--- config.mk ---
export PLATFORM = sky130hd
export DESIGN_NAME = websocket_frame_decoder_flat
export DESIGN_NICKNAME = d
export VERILOG_FILES = /design/src/rtl/wsfd_pkg.sv /design/src/rtl/wsfd_in_if.sv /design/src/rtl/wsfd_out_if.sv /design/src/rtl/websocket_frame_decoder.sv /design/src/rtl/wsfd_parser.sv /design/src/rtl/wsfd_out_buf.sv /design/src/flat_wrapper.sv
export SDC_FILE = /design/constraint.sdc
export NUM_CORES = 1
export LEC_CHECK = 0
export ABC_AREA = 1
export ABC_CLOCK_PERIOD_IN_PS = 9060
export CORE_MARGIN = 5
export CORE_UTILIZATION = 55
export CTS_CLUSTER_DIAMETER = 100
export CTS_CLUSTER_SIZE = 12
export DETAILED_ROUTE_END_ITERATION = 7
export DONT_BUFFER_PORTS = 1
export PLACE_DENSITY = 0.7
export SETUP_SLACK_MARGIN = 0.5
export SLEW_MARGIN = 20
export SYNTH_ARGS = -nofsm -noshare
export SYNTH_HDL_FRONTEND = slang
export SYNTH_SLANG_ARGS = --single-unit
--- constraint.sdc ---
create_clock -name clk -period 9.06 [get_ports clk]
set_input_delay 1.812 -clock clk [delete_from_list [all_inputs] [get_ports clk]]
set_output_delay 1.812 -clock clk [all_outputs]
set_load 0.005 [all_outputs]
--- src/rtl/wsfd_pkg.sv ---
// ----------------------------------------------------------------------------
// wsfd_pkg: shared types and constants of the websocket frame decoder
// Result record passed from the parser to the output buffer, and the
// length codes of the second header byte and the extended-length end counts.
// ----------------------------------------------------------------------------
package wsfd_pkg;

  // seven-bit length codes
  localparam logic [6:0] LEN7_MAX    = 7'd125;
  localparam logic [6:0] LEN_CODE_16 = 7'd126;

  // header byte counts at which the extended length is complete
  localparam logic [3:0] EXT16_END = 4'd4;
  localparam logic [3:0] EXT64_END = 4'd10;

  // one result of the parser
  typedef struct packed {
    logic [7:0]  data_byte;
    logic        fin_flag;
    logic [2:0]  rsv_bits;
    logic [3:0]  opcode;
    logic        was_masked;
    logic [63:0] frame_length;
    logic [3:0]  header_length;
    logic        first_byte;
    logic        last_byte;
    logic        empty_frame;
  } result_t;

endpackage

--- src/rtl/wsfd_in_if.sv ---
// ----------------------------------------------------------------------------
// wsfd_in_if: raw byte stream channel
// Valid/ready channel carrying one stream byte per transfer.
// ----------------------------------------------------------------------------
interface wsfd_in_if;
  logic       valid;
  logic       ready;
  logic [7:0] in_byte;

  modport source (output valid, output in_byte, input ready);
  modport sink   (input valid, input in_byte, output ready);
endinterface

--- src/rtl/wsfd_out_if.sv ---
// ----------------------------------------------------------------------------
// wsfd_out_if: decoded payload channel
// Valid/ready channel carrying one payload byte and its frame header fields.
// ----------------------------------------------------------------------------
interface wsfd_out_if;
  logic        valid;
  logic        ready;
  logic [7:0]  data_byte;
  logic        fin_flag;
  logic [2:0]  rsv_bits;
  logic [3:0]  opcode;
  logic        was_masked;
  logic [63:0] frame_length;
  logic [3:0]  header_length;
  logic        first_byte;
  logic        last_byte;
  logic        empty_frame;

  modport source (
    output valid, output data_byte, output fin_flag, output rsv_bits, output opcode,
    output was_masked, output frame_length, output header_length, output first_byte,
    output last_byte, output empty_frame, input ready
  );
  modport sink (
    input valid, input data_byte, input fin_flag, input rsv_bits, input opcode,
    input was_masked, input frame_length, input header_length, input first_byte,
    input last_byte, input empty_frame, output ready
  );
endinterface

--- src/rtl/websocket_frame_decoder.sv ---
// ----------------------------------------------------------------------------
// websocket_frame_decoder: frame parser for a websocket byte stream
// Parses back-to-back frames and delivers unmasked payload bytes with
// their header fields.
// ----------------------------------------------------------------------------
// Usage
//   byte_stream: raw frame bytes, one per transfer, valid/ready.
//   result: one transfer per payload byte, carrying the unmasked byte, the
//     FIN/RSV/opcode bits, the mask flag, the decoded length, the header
//     length and first/last marks. A zero-length frame gives one transfer
//     flagged empty on the byte that ends its header.
//   Header bytes give no transfer on result, but for the empty-frame one.
// Timing
//   One byte per clock sustained while the skid entry is free. A result is
//   formed from the byte taken and the updated parse state and registered
//   in the output register, or in the skid entry while result is stalled.
// Reset
//   rst (synchronous) returns the parser to the first header byte and
//   empties the output register and skid entry.
// Stall
//   While result is stalled one further result is held in the skid entry;
//   byte_stream.ready drops only while that entry is occupied.
// ----------------------------------------------------------------------------
module websocket_frame_decoder (
  input  logic              clk,
  input  logic              rst,
  wsfd_in_if.sink           byte_stream,
  wsfd_out_if.source        result
);

  logic              take;
  logic              res_valid;
  wsfd_pkg::result_t res;
  logic              can_push;
  wsfd_pkg::result_t out_data;

  assign byte_stream.ready = can_push;
  assign take              = byte_stream.valid && can_push;

  // frame parser
  wsfd_parser u_parser (
    .clk       (clk),
    .rst       (rst),
    .take      (take),
    .in_byte   (byte_stream.in_byte),
    .res_valid (res_valid),
    .res       (res)
  );

  // output register and skid
  wsfd_out_buf u_out_buf (
    .clk       (clk),
    .rst       (rst),
    .push      (res_valid),
    .push_data (res),
    .can_push  (can_push),
    .out_valid (result.valid),
    .out_ready (result.ready),
    .out_data  (out_data)
  );

  // result fields
  assign result.data_byte     = out_data.data_byte;
  assign result.fin_flag      = out_data.fin_flag;
  assign result.rsv_bits      = out_data.rsv_bits;
  assign result.opcode        = out_data.opcode;
  assign result.was_masked    = out_data.was_masked;
  assign result.frame_length  = out_data.frame_length;
  assign result.header_length = out_data.header_length;
  assign result.first_byte    = out_data.first_byte;
  assign result.last_byte     = out_data.last_byte;
  assign result.empty_frame   = out_data.empty_frame;

endmodule

--- src/rtl/wsfd_parser.sv ---
// ----------------------------------------------------------------------------
// wsfd_parser: frame header and payload parser
// Holds the parse state; for each byte taken it updates the state and
// forms at most one result from the byte and the updated header fields.
// ----------------------------------------------------------------------------
module wsfd_parser (
  input  logic              clk,
  input  logic              rst,
  input  logic              take,
  input  logic [7:0]        in_byte,
  output logic              res_valid,
  output wsfd_pkg::result_t res
);

  typedef enum logic [2:0] {
    PH_HDR0  = 3'd0,
    PH_HDR1  = 3'd1,
    PH_EXT16 = 3'd2,
    PH_EXT64 = 3'd3,
    PH_MASK  = 3'd4,
    PH_DATA  = 3'd5
  } phase_t;

  phase_t      phase, phase_next;
  logic [3:0]  hdr_count, hdr_count_next;
  logic [7:0]  hdr0, hdr0_next;
  logic        mask_on, mask_on_next;
  logic [63:0] pay_len, pay_len_next;
  logic [63:0] remaining, remaining_next;
  logic [31:0] mask_key, mask_key_next;
  logic [1:0]  mask_idx, mask_idx_next;

  logic        len_done;
  logic        hdr_done;
  logic        emit;
  logic        first_flag, last_flag, empty_flag;
  logic [7:0]  key_byte;
  logic [7:0]  data_out;

  // key byte for the current payload position, first key byte in the top bits
  always_comb begin
    unique case (mask_idx)
      2'd0: key_byte = mask_key[31:24];
      2'd1: key_byte = mask_key[23:16];
      2'd2: key_byte = mask_key[15:8];
      2'd3: key_byte = mask_key[7:0];
      default: key_byte = mask_key[7:0];
    endcase
  end

  // next state and result for the byte on the input
  always_comb begin
    phase_next     = phase;
    hdr_count_next = hdr_count;
    hdr0_next      = hdr0;
    mask_on_next   = mask_on;
    pay_len_next   = pay_len;
    remaining_next = remaining;
    mask_key_next  = mask_key;
    mask_idx_next  = mask_idx;
    len_done       = 1'b0;
    hdr_done       = 1'b0;
    emit           = 1'b0;
    first_flag     = 1'b0;
    last_flag      = 1'b0;
    empty_flag     = 1'b0;
    data_out       = 8'd0;

    unique case (phase)
      PH_HDR1: begin
        mask_on_next   = in_byte[7];
        hdr_count_next = 4'd2;
        mask_key_next  = 32'd0;
        if (in_byte[6:0] <= wsfd_pkg::LEN7_MAX) begin
          pay_len_next = {57'd0, in_byte[6:0]};
          len_done     = 1'b1;
        end else begin
          pay_len_next = 64'd0;
          phase_next   = (in_byte[6:0] == wsfd_pkg::LEN_CODE_16) ? PH_EXT16 : PH_EXT64;
        end
      end
      PH_EXT16, PH_EXT64: begin
        pay_len_next   = {pay_len[55:0], in_byte};
        hdr_count_next = hdr_count + 4'd1;
        if ((phase == PH_EXT16 && hdr_count_next == wsfd_pkg::EXT16_END) ||
            (phase == PH_EXT64 && hdr_count_next == wsfd_pkg::EXT64_END)) begin
          len_done = 1'b1;
        end
      end
      PH_MASK: begin
        mask_key_next  = {mask_key[23:0], in_byte};
        hdr_count_next = hdr_count + 4'd1;
        if (mask_idx == 2'd3) begin
          hdr_done = 1'b1;
        end else begin
          mask_idx_next = mask_idx + 2'd1;
        end
      end
      PH_DATA: begin
        emit           = 1'b1;
        data_out       = in_byte ^ (mask_on ? key_byte : 8'd0);
        first_flag     = (remaining == pay_len);
        last_flag      = (remaining == 64'd1);
        remaining_next = remaining - 64'd1;
        mask_idx_next  = mask_idx + 2'd1;
        if (remaining == 64'd1) begin
          phase_next = PH_HDR0;
        end
      end
      default: begin
        hdr0_next      = in_byte;
        hdr_count_next = 4'd1;
        phase_next     = PH_HDR1;
      end
    endcase

    // length known: go for the key or close the header
    if (len_done) begin
      if (mask_on_next) begin
        phase_next    = PH_MASK;
        mask_idx_next = 2'd0;
      end else begin
        hdr_done = 1'b1;
      end
    end

    // header complete: empty frame result or start of payload
    if (hdr_done) begin
      mask_idx_next = 2'd0;
      if (pay_len_next == 64'd0) begin
        emit       = 1'b1;
        first_flag = 1'b1;
        last_flag  = 1'b1;
        empty_flag = 1'b1;
        phase_next = PH_HDR0;
      end else begin
        remaining_next = pay_len_next;
        phase_next     = PH_DATA;
      end
    end
  end

  // result record from the updated header fields
  always_comb begin
    res.data_byte     = data_out;
    res.fin_flag      = hdr0_next[7];
    res.rsv_bits      = hdr0_next[6:4];
    res.opcode        = hdr0_next[3:0];
    res.was_masked    = mask_on_next;
    res.frame_length  = pay_len_next;
    res.header_length = hdr_count_next;
    res.first_byte    = first_flag;
    res.last_byte     = last_flag;
    res.empty_frame   = empty_flag;
  end

  assign res_valid = take && emit;

  // parse state
  always_ff @(posedge clk) begin
    if (rst) begin
      phase     <= PH_HDR0;
      hdr_count <= 4'd0;
      hdr0      <= 8'd0;
      mask_on   <= 1'b0;
      pay_len   <= 64'd0;
      remaining <= 64'd0;
      mask_key  <= 32'd0;
      mask_idx  <= 2'd0;
    end else if (take) begin
      phase     <= phase_next;
      hdr_count <= hdr_count_next;
      hdr0      <= hdr0_next;
      mask_on   <= mask_on_next;
      pay_len   <= pay_len_next;
      remaining <= remaining_next;
      mask_key  <= mask_key_next;
      mask_idx  <= mask_idx_next;
    end
  end

endmodule

--- src/rtl/wsfd_out_buf.sv ---
// ----------------------------------------------------------------------------
// wsfd_out_buf: result register with skid stage
// Output register plus one skid entry, so the parser keeps taking bytes
// while a result waits for the receiver, until the skid entry is filled.
// ----------------------------------------------------------------------------
module wsfd_out_buf (
  input  logic              clk,
  input  logic              rst,
  input  logic              push,
  input  wsfd_pkg::result_t push_data,
  output logic              can_push,
  output logic              out_valid,
  input  logic              out_ready,
  output wsfd_pkg::result_t out_data
);

  logic              skid_valid;
  wsfd_pkg::result_t skid_data;
  logic              pop;

  assign pop      = out_valid && out_ready;
  assign can_push = !skid_valid;

  // control: output register first, skid entry when it is held
  always_ff @(posedge clk) begin
    if (rst) begin
      out_valid  <= 1'b0;
      skid_valid <= 1'b0;
    end else if (skid_valid) begin
      if (pop) begin
        skid_valid <= 1'b0;
      end
    end else if (push) begin
      if (out_valid && !pop) begin
        skid_valid <= 1'b1;
      end else begin
        out_valid <= 1'b1;
      end
    end else if (pop) begin
      out_valid <= 1'b0;
    end
  end

  // payload
  always_ff @(posedge clk) begin
    if (skid_valid) begin
      if (pop) begin
        out_data <= skid_data;
      end
    end else if (push) begin
      if (out_valid && !pop) begin
        skid_data <= push_data;
      end else begin
        out_data <= push_data;
      end
    end
  end

endmodule

--- src/flat_wrapper.sv ---
// flat-port wrapper written by rule: the top's interface ports become plain ports
module websocket_frame_decoder_flat 
  (clk, rst, byte_stream_valid, byte_stream_in_byte, byte_stream_ready, result_valid, result_data_byte, result_fin_flag, result_rsv_bits, result_opcode, result_was_masked, result_frame_length, result_header_length, result_first_byte, result_last_byte, result_empty_frame, result_ready);
  wsfd_in_if byte_stream_i ();
  wsfd_out_if result_i ();
  input  logic clk;
  input  logic rst;
  input wire logic [$bits(byte_stream_i.valid)-1:0] byte_stream_valid;
  input wire logic [$bits(byte_stream_i.in_byte)-1:0] byte_stream_in_byte;
  output wire logic [$bits(byte_stream_i.ready)-1:0] byte_stream_ready;
  output wire logic [$bits(result_i.valid)-1:0] result_valid;
  output wire logic [$bits(result_i.data_byte)-1:0] result_data_byte;
  output wire logic [$bits(result_i.fin_flag)-1:0] result_fin_flag;
  output wire logic [$bits(result_i.rsv_bits)-1:0] result_rsv_bits;
  output wire logic [$bits(result_i.opcode)-1:0] result_opcode;
  output wire logic [$bits(result_i.was_masked)-1:0] result_was_masked;
  output wire logic [$bits(result_i.frame_length)-1:0] result_frame_length;
  output wire logic [$bits(result_i.header_length)-1:0] result_header_length;
  output wire logic [$bits(result_i.first_byte)-1:0] result_first_byte;
  output wire logic [$bits(result_i.last_byte)-1:0] result_last_byte;
  output wire logic [$bits(result_i.empty_frame)-1:0] result_empty_frame;
  input wire logic [$bits(result_i.ready)-1:0] result_ready;
  assign byte_stream_i.valid = byte_stream_valid;
  assign byte_stream_i.in_byte = byte_stream_in_byte;
  assign byte_stream_ready = byte_stream_i.ready;
  assign result_valid = result_i.valid;
  assign result_data_byte = result_i.data_byte;
  assign result_fin_flag = result_i.fin_flag;
  assign result_rsv_bits = result_i.rsv_bits;
  assign result_opcode = result_i.opcode;
  assign result_was_masked = result_i.was_masked;
  assign result_frame_length = result_i.frame_length;
  assign result_header_length = result_i.header_length;
  assign result_first_byte = result_i.first_byte;
  assign result_last_byte = result_i.last_byte;
  assign result_empty_frame = result_i.empty_frame;
  assign result_i.ready = result_ready;
  websocket_frame_decoder u_core (.clk(clk), .rst(rst), .byte_stream(byte_stream_i), .result(result_i));
endmodule
==> run metrics <==
CP Class=input pin to flip-flop; min-delay src=u_core.u_parser.mask_key[30]; Starting DRT DRC Count=1756; DRC violations left=0; Syn Std Cell Area=18200 sq um; prevailing post-synth register cell=dfxtp_1; Die ar.=36800 sq um; max-slew violations=0; share of layout cells above drive strength 1=under 10%; status=finished, final reports clean; global route overflow=0; TritonCTS Buffers=35; Most common cell on crit path=nand2_1; worst r2r src=u_core.u_parser.phase[2]; nets=around 2300; routed wire length=54100 um; Worst Tran Pin Value=between 1 and 1.5 ns; GP Congestion=approximately 0.97; Post-CTS Resized=0; RSZ-0062 raised after global routing=no; Die Y=192 um; initial antenna violation count=0; MaxCap Viol Count=0; ANT cells=0; post-synthesis register bit count=about 360; CTS Buffer Depth=3; GRT Overall Usage=slightly below 30%; # setup viols final=0; Yosys top cell by area=edfxtp_1; maximum vdd ir drop=0.155 mV; Root Driver=clkbuf_16; setup TNS=0 ns; clock-pin slew on the worst setup and hold paths=0.06 ns; CTS sink cnt=356; synth top area cells=edfxtp_1, dfxtp_1, nand2_1; Yosys top cell area share=29.0%; Mean Syn Cell Area=7.64 sq um; clk_skew=0.0195 ns; Worst setup EP type=flip-flop; number of distinct library cells after synthesis=40; Post-Place Cells=~2700; Worst Path Arrival=4.79 ns; num ports=102; first-pass GRT wire length=84100 um; synth cell count leaders=nand2_1, inv_1, nor2_1, nand3_1, a21oi_1; core area=32600 sq um; CTS tree=done; Synth warnings=0; Die X=192 um; Finished Layout Cells=2784; Crit Path Max Fanout=67; Via density=5.70; Critical-path top delay cell=buf_4; Hold Buf Count CTS=0; CP Data Required Time=9.22 ns; Tmin final=approximately 4.6 ns; CTS H-tree lvls=2; Tot Pwr=0.00385 W; Final ANT Viol Nets=0; Post-synth ARST share=0%; Cells after Synth=2383; startpoint types=input pin; Initial Utilization=between 50% and 60%; CP Launch Point=byte_stream_in_byte[5]; Largest stage delay, worst path=roughly 0.63 ns; vias in the first global route=around 15000; post-synthesis sequential area ratio=48.8%; Port Buf Inserts=0; Final Hold Vio Count=0; worst skew pair latency=0.52 ns; PD cells=198 nW/um^2; FP Rows=66; Hold Path Class=flip-flop to flip-flop; largest net degree at the start of global routing=~160; Leakage=8.31 nW; post-CTS setup buffer count=0; vias=between 15000 and 20000; EDFF count, synth=176; per-cell routed wire length=19.4 um; Initial DRT Pass Iterations=5; worst relative slew slack=21.9%; CP Cell Sequence=nand2_1, nor2_1, nand2_1, nand2_1, nand3_1, inv_1, o21ai_4, buf_4, nand2_2, nand4_1, clkinv_2, buf_4; Synthesized Nets=around 2400; top-count cell post-synth=nand2_1; Final period util=51.1%; Max Clk Rate=216 MHz; synthesis-to-finish area growth=6.81%; dpl hpwl=37200 um
## through the flow
stage / hold slack, ns / worst slack [ns] / instance area, sq um / utilization [%]
after floorplan: 0.438 / 1.15 / 18200 / -
after global placement: 0.442 / 4.02 / 18400 / 56.4
after detailed placement: 0.449 / 3.89 / 18400 / 56.4
after CTS: 0.458 / 4.44 / 19400 / 59.6
after global routing: 0.484 / 4.12 / 19400 / 59.6
final: 0.460 / 4.43 / 19400 / 59.6
## final cells by class
cell class / count / area, sq um
Tap cell: 442 / 553
Fill cell: 3028 / 13200
Clock buffer: 63 / 1040
Multi-Input combinational cell: 1600 / 7660
Inverter: 305 / 1150
Sequential cell: 356 / 8890
Timing Repair Buffer: 18 / 148
## cells by family (layout without fill, tap and decap cells)
| logic type | after synthesis | after routing | share of synthesized area, % |
|---|---|---|---|
| XOR/XNOR | 98 | 98 | 4.72 |
| adder cells (fa/ha/maj) | 10 | 10 | 0.687 |
| AND/OR/NAND/NOR | 1074 | 1074 | 24.2 |
| buffers and inverters | 427 | 386 | 9.29 |
| multiplexers | 2 | 2 | 0.110 |
| flip-flops | 356 | 356 | 48.8 |
| AO/OA/AOI/OAI | 416 | 416 | 12.1 |
## report_power, final
part / switching, W / leakage [nW] / internal, W / total, W
Combinational: 0.000431 / 4.72 / 0.000188 / 0.000619
Sequential: 0.0000827 / 3.09 / 0.00177 / 0.00185
Clock: 0.000607 / 0.498 / 0.000778 / 0.00138
## worst max-delay path, delay by kind of cell
family          cells  cell delay, ns
simple gates        7            0.81
compound gates      1            0.13
buf+inv             4            1.91
## sequential cells by signal, indices dropped and copies added, names as in the netlist
register,cells
u_core.u_parser.hdr_count,4
u_core.u_parser.pay_len,64
u_core.u_parser.mask_key,32
u_core.u_parser.remaining,64
u_core.u_parser.hdr0,8
u_core.u_out_buf.skid_valid,1
u_core.u_out_buf.skid_data,88
u_core.u_parser.phase,3
u_core.u_out_buf.out_valid,1
u_core.u_parser.mask_idx,2
u_core.u_out_buf.out_data,88
u_core.u_parser.mask_on,1
## routing by layer
layer  up-vias  part of all wire, %  track usage [%]
met5         -                    0                0
met4         0                  2.5             7.02
met3        98                  8.9             5.18
met2       685                   45             44.9
met1      7482                   44             42.6
li1       7599                    -                -
## layout by cell type (no fill, tap or decap), drive strengths merged
cell    instances
o21ai         178
and2            2
ha             10
nand4          23
xnor2          41
xor2           57
clkbuf         63
a21oi         182
a221oi          5
nor4           10
a32oi           1
nand3b          2
and3            1
nor2          195
o211ai         27
nand3         189
dfxtp         180
inv           302
a22oi           2
nand2         636
buf            18
edfxtp        176
clkinv          3
or2             1
nor3           14
a31oi           9
mux2i           2
o221ai          1
o22ai          11
nor4b           1
## worst paths after layout
path / end / slack (ns) / cells past startpoint
min: u_core.u_parser.mask_key[30] / 0.46 / 2
max: u_core.u_out_buf.skid_data[30] / 4.43 / 12
min reg2reg: u_core.u_parser.mask_key[30] / 0.46 / 2
max reg2reg: u_core.u_out_buf.skid_data[30] / 4.56 / 16
No activity file was read; power rests on OpenSTA's default activity.
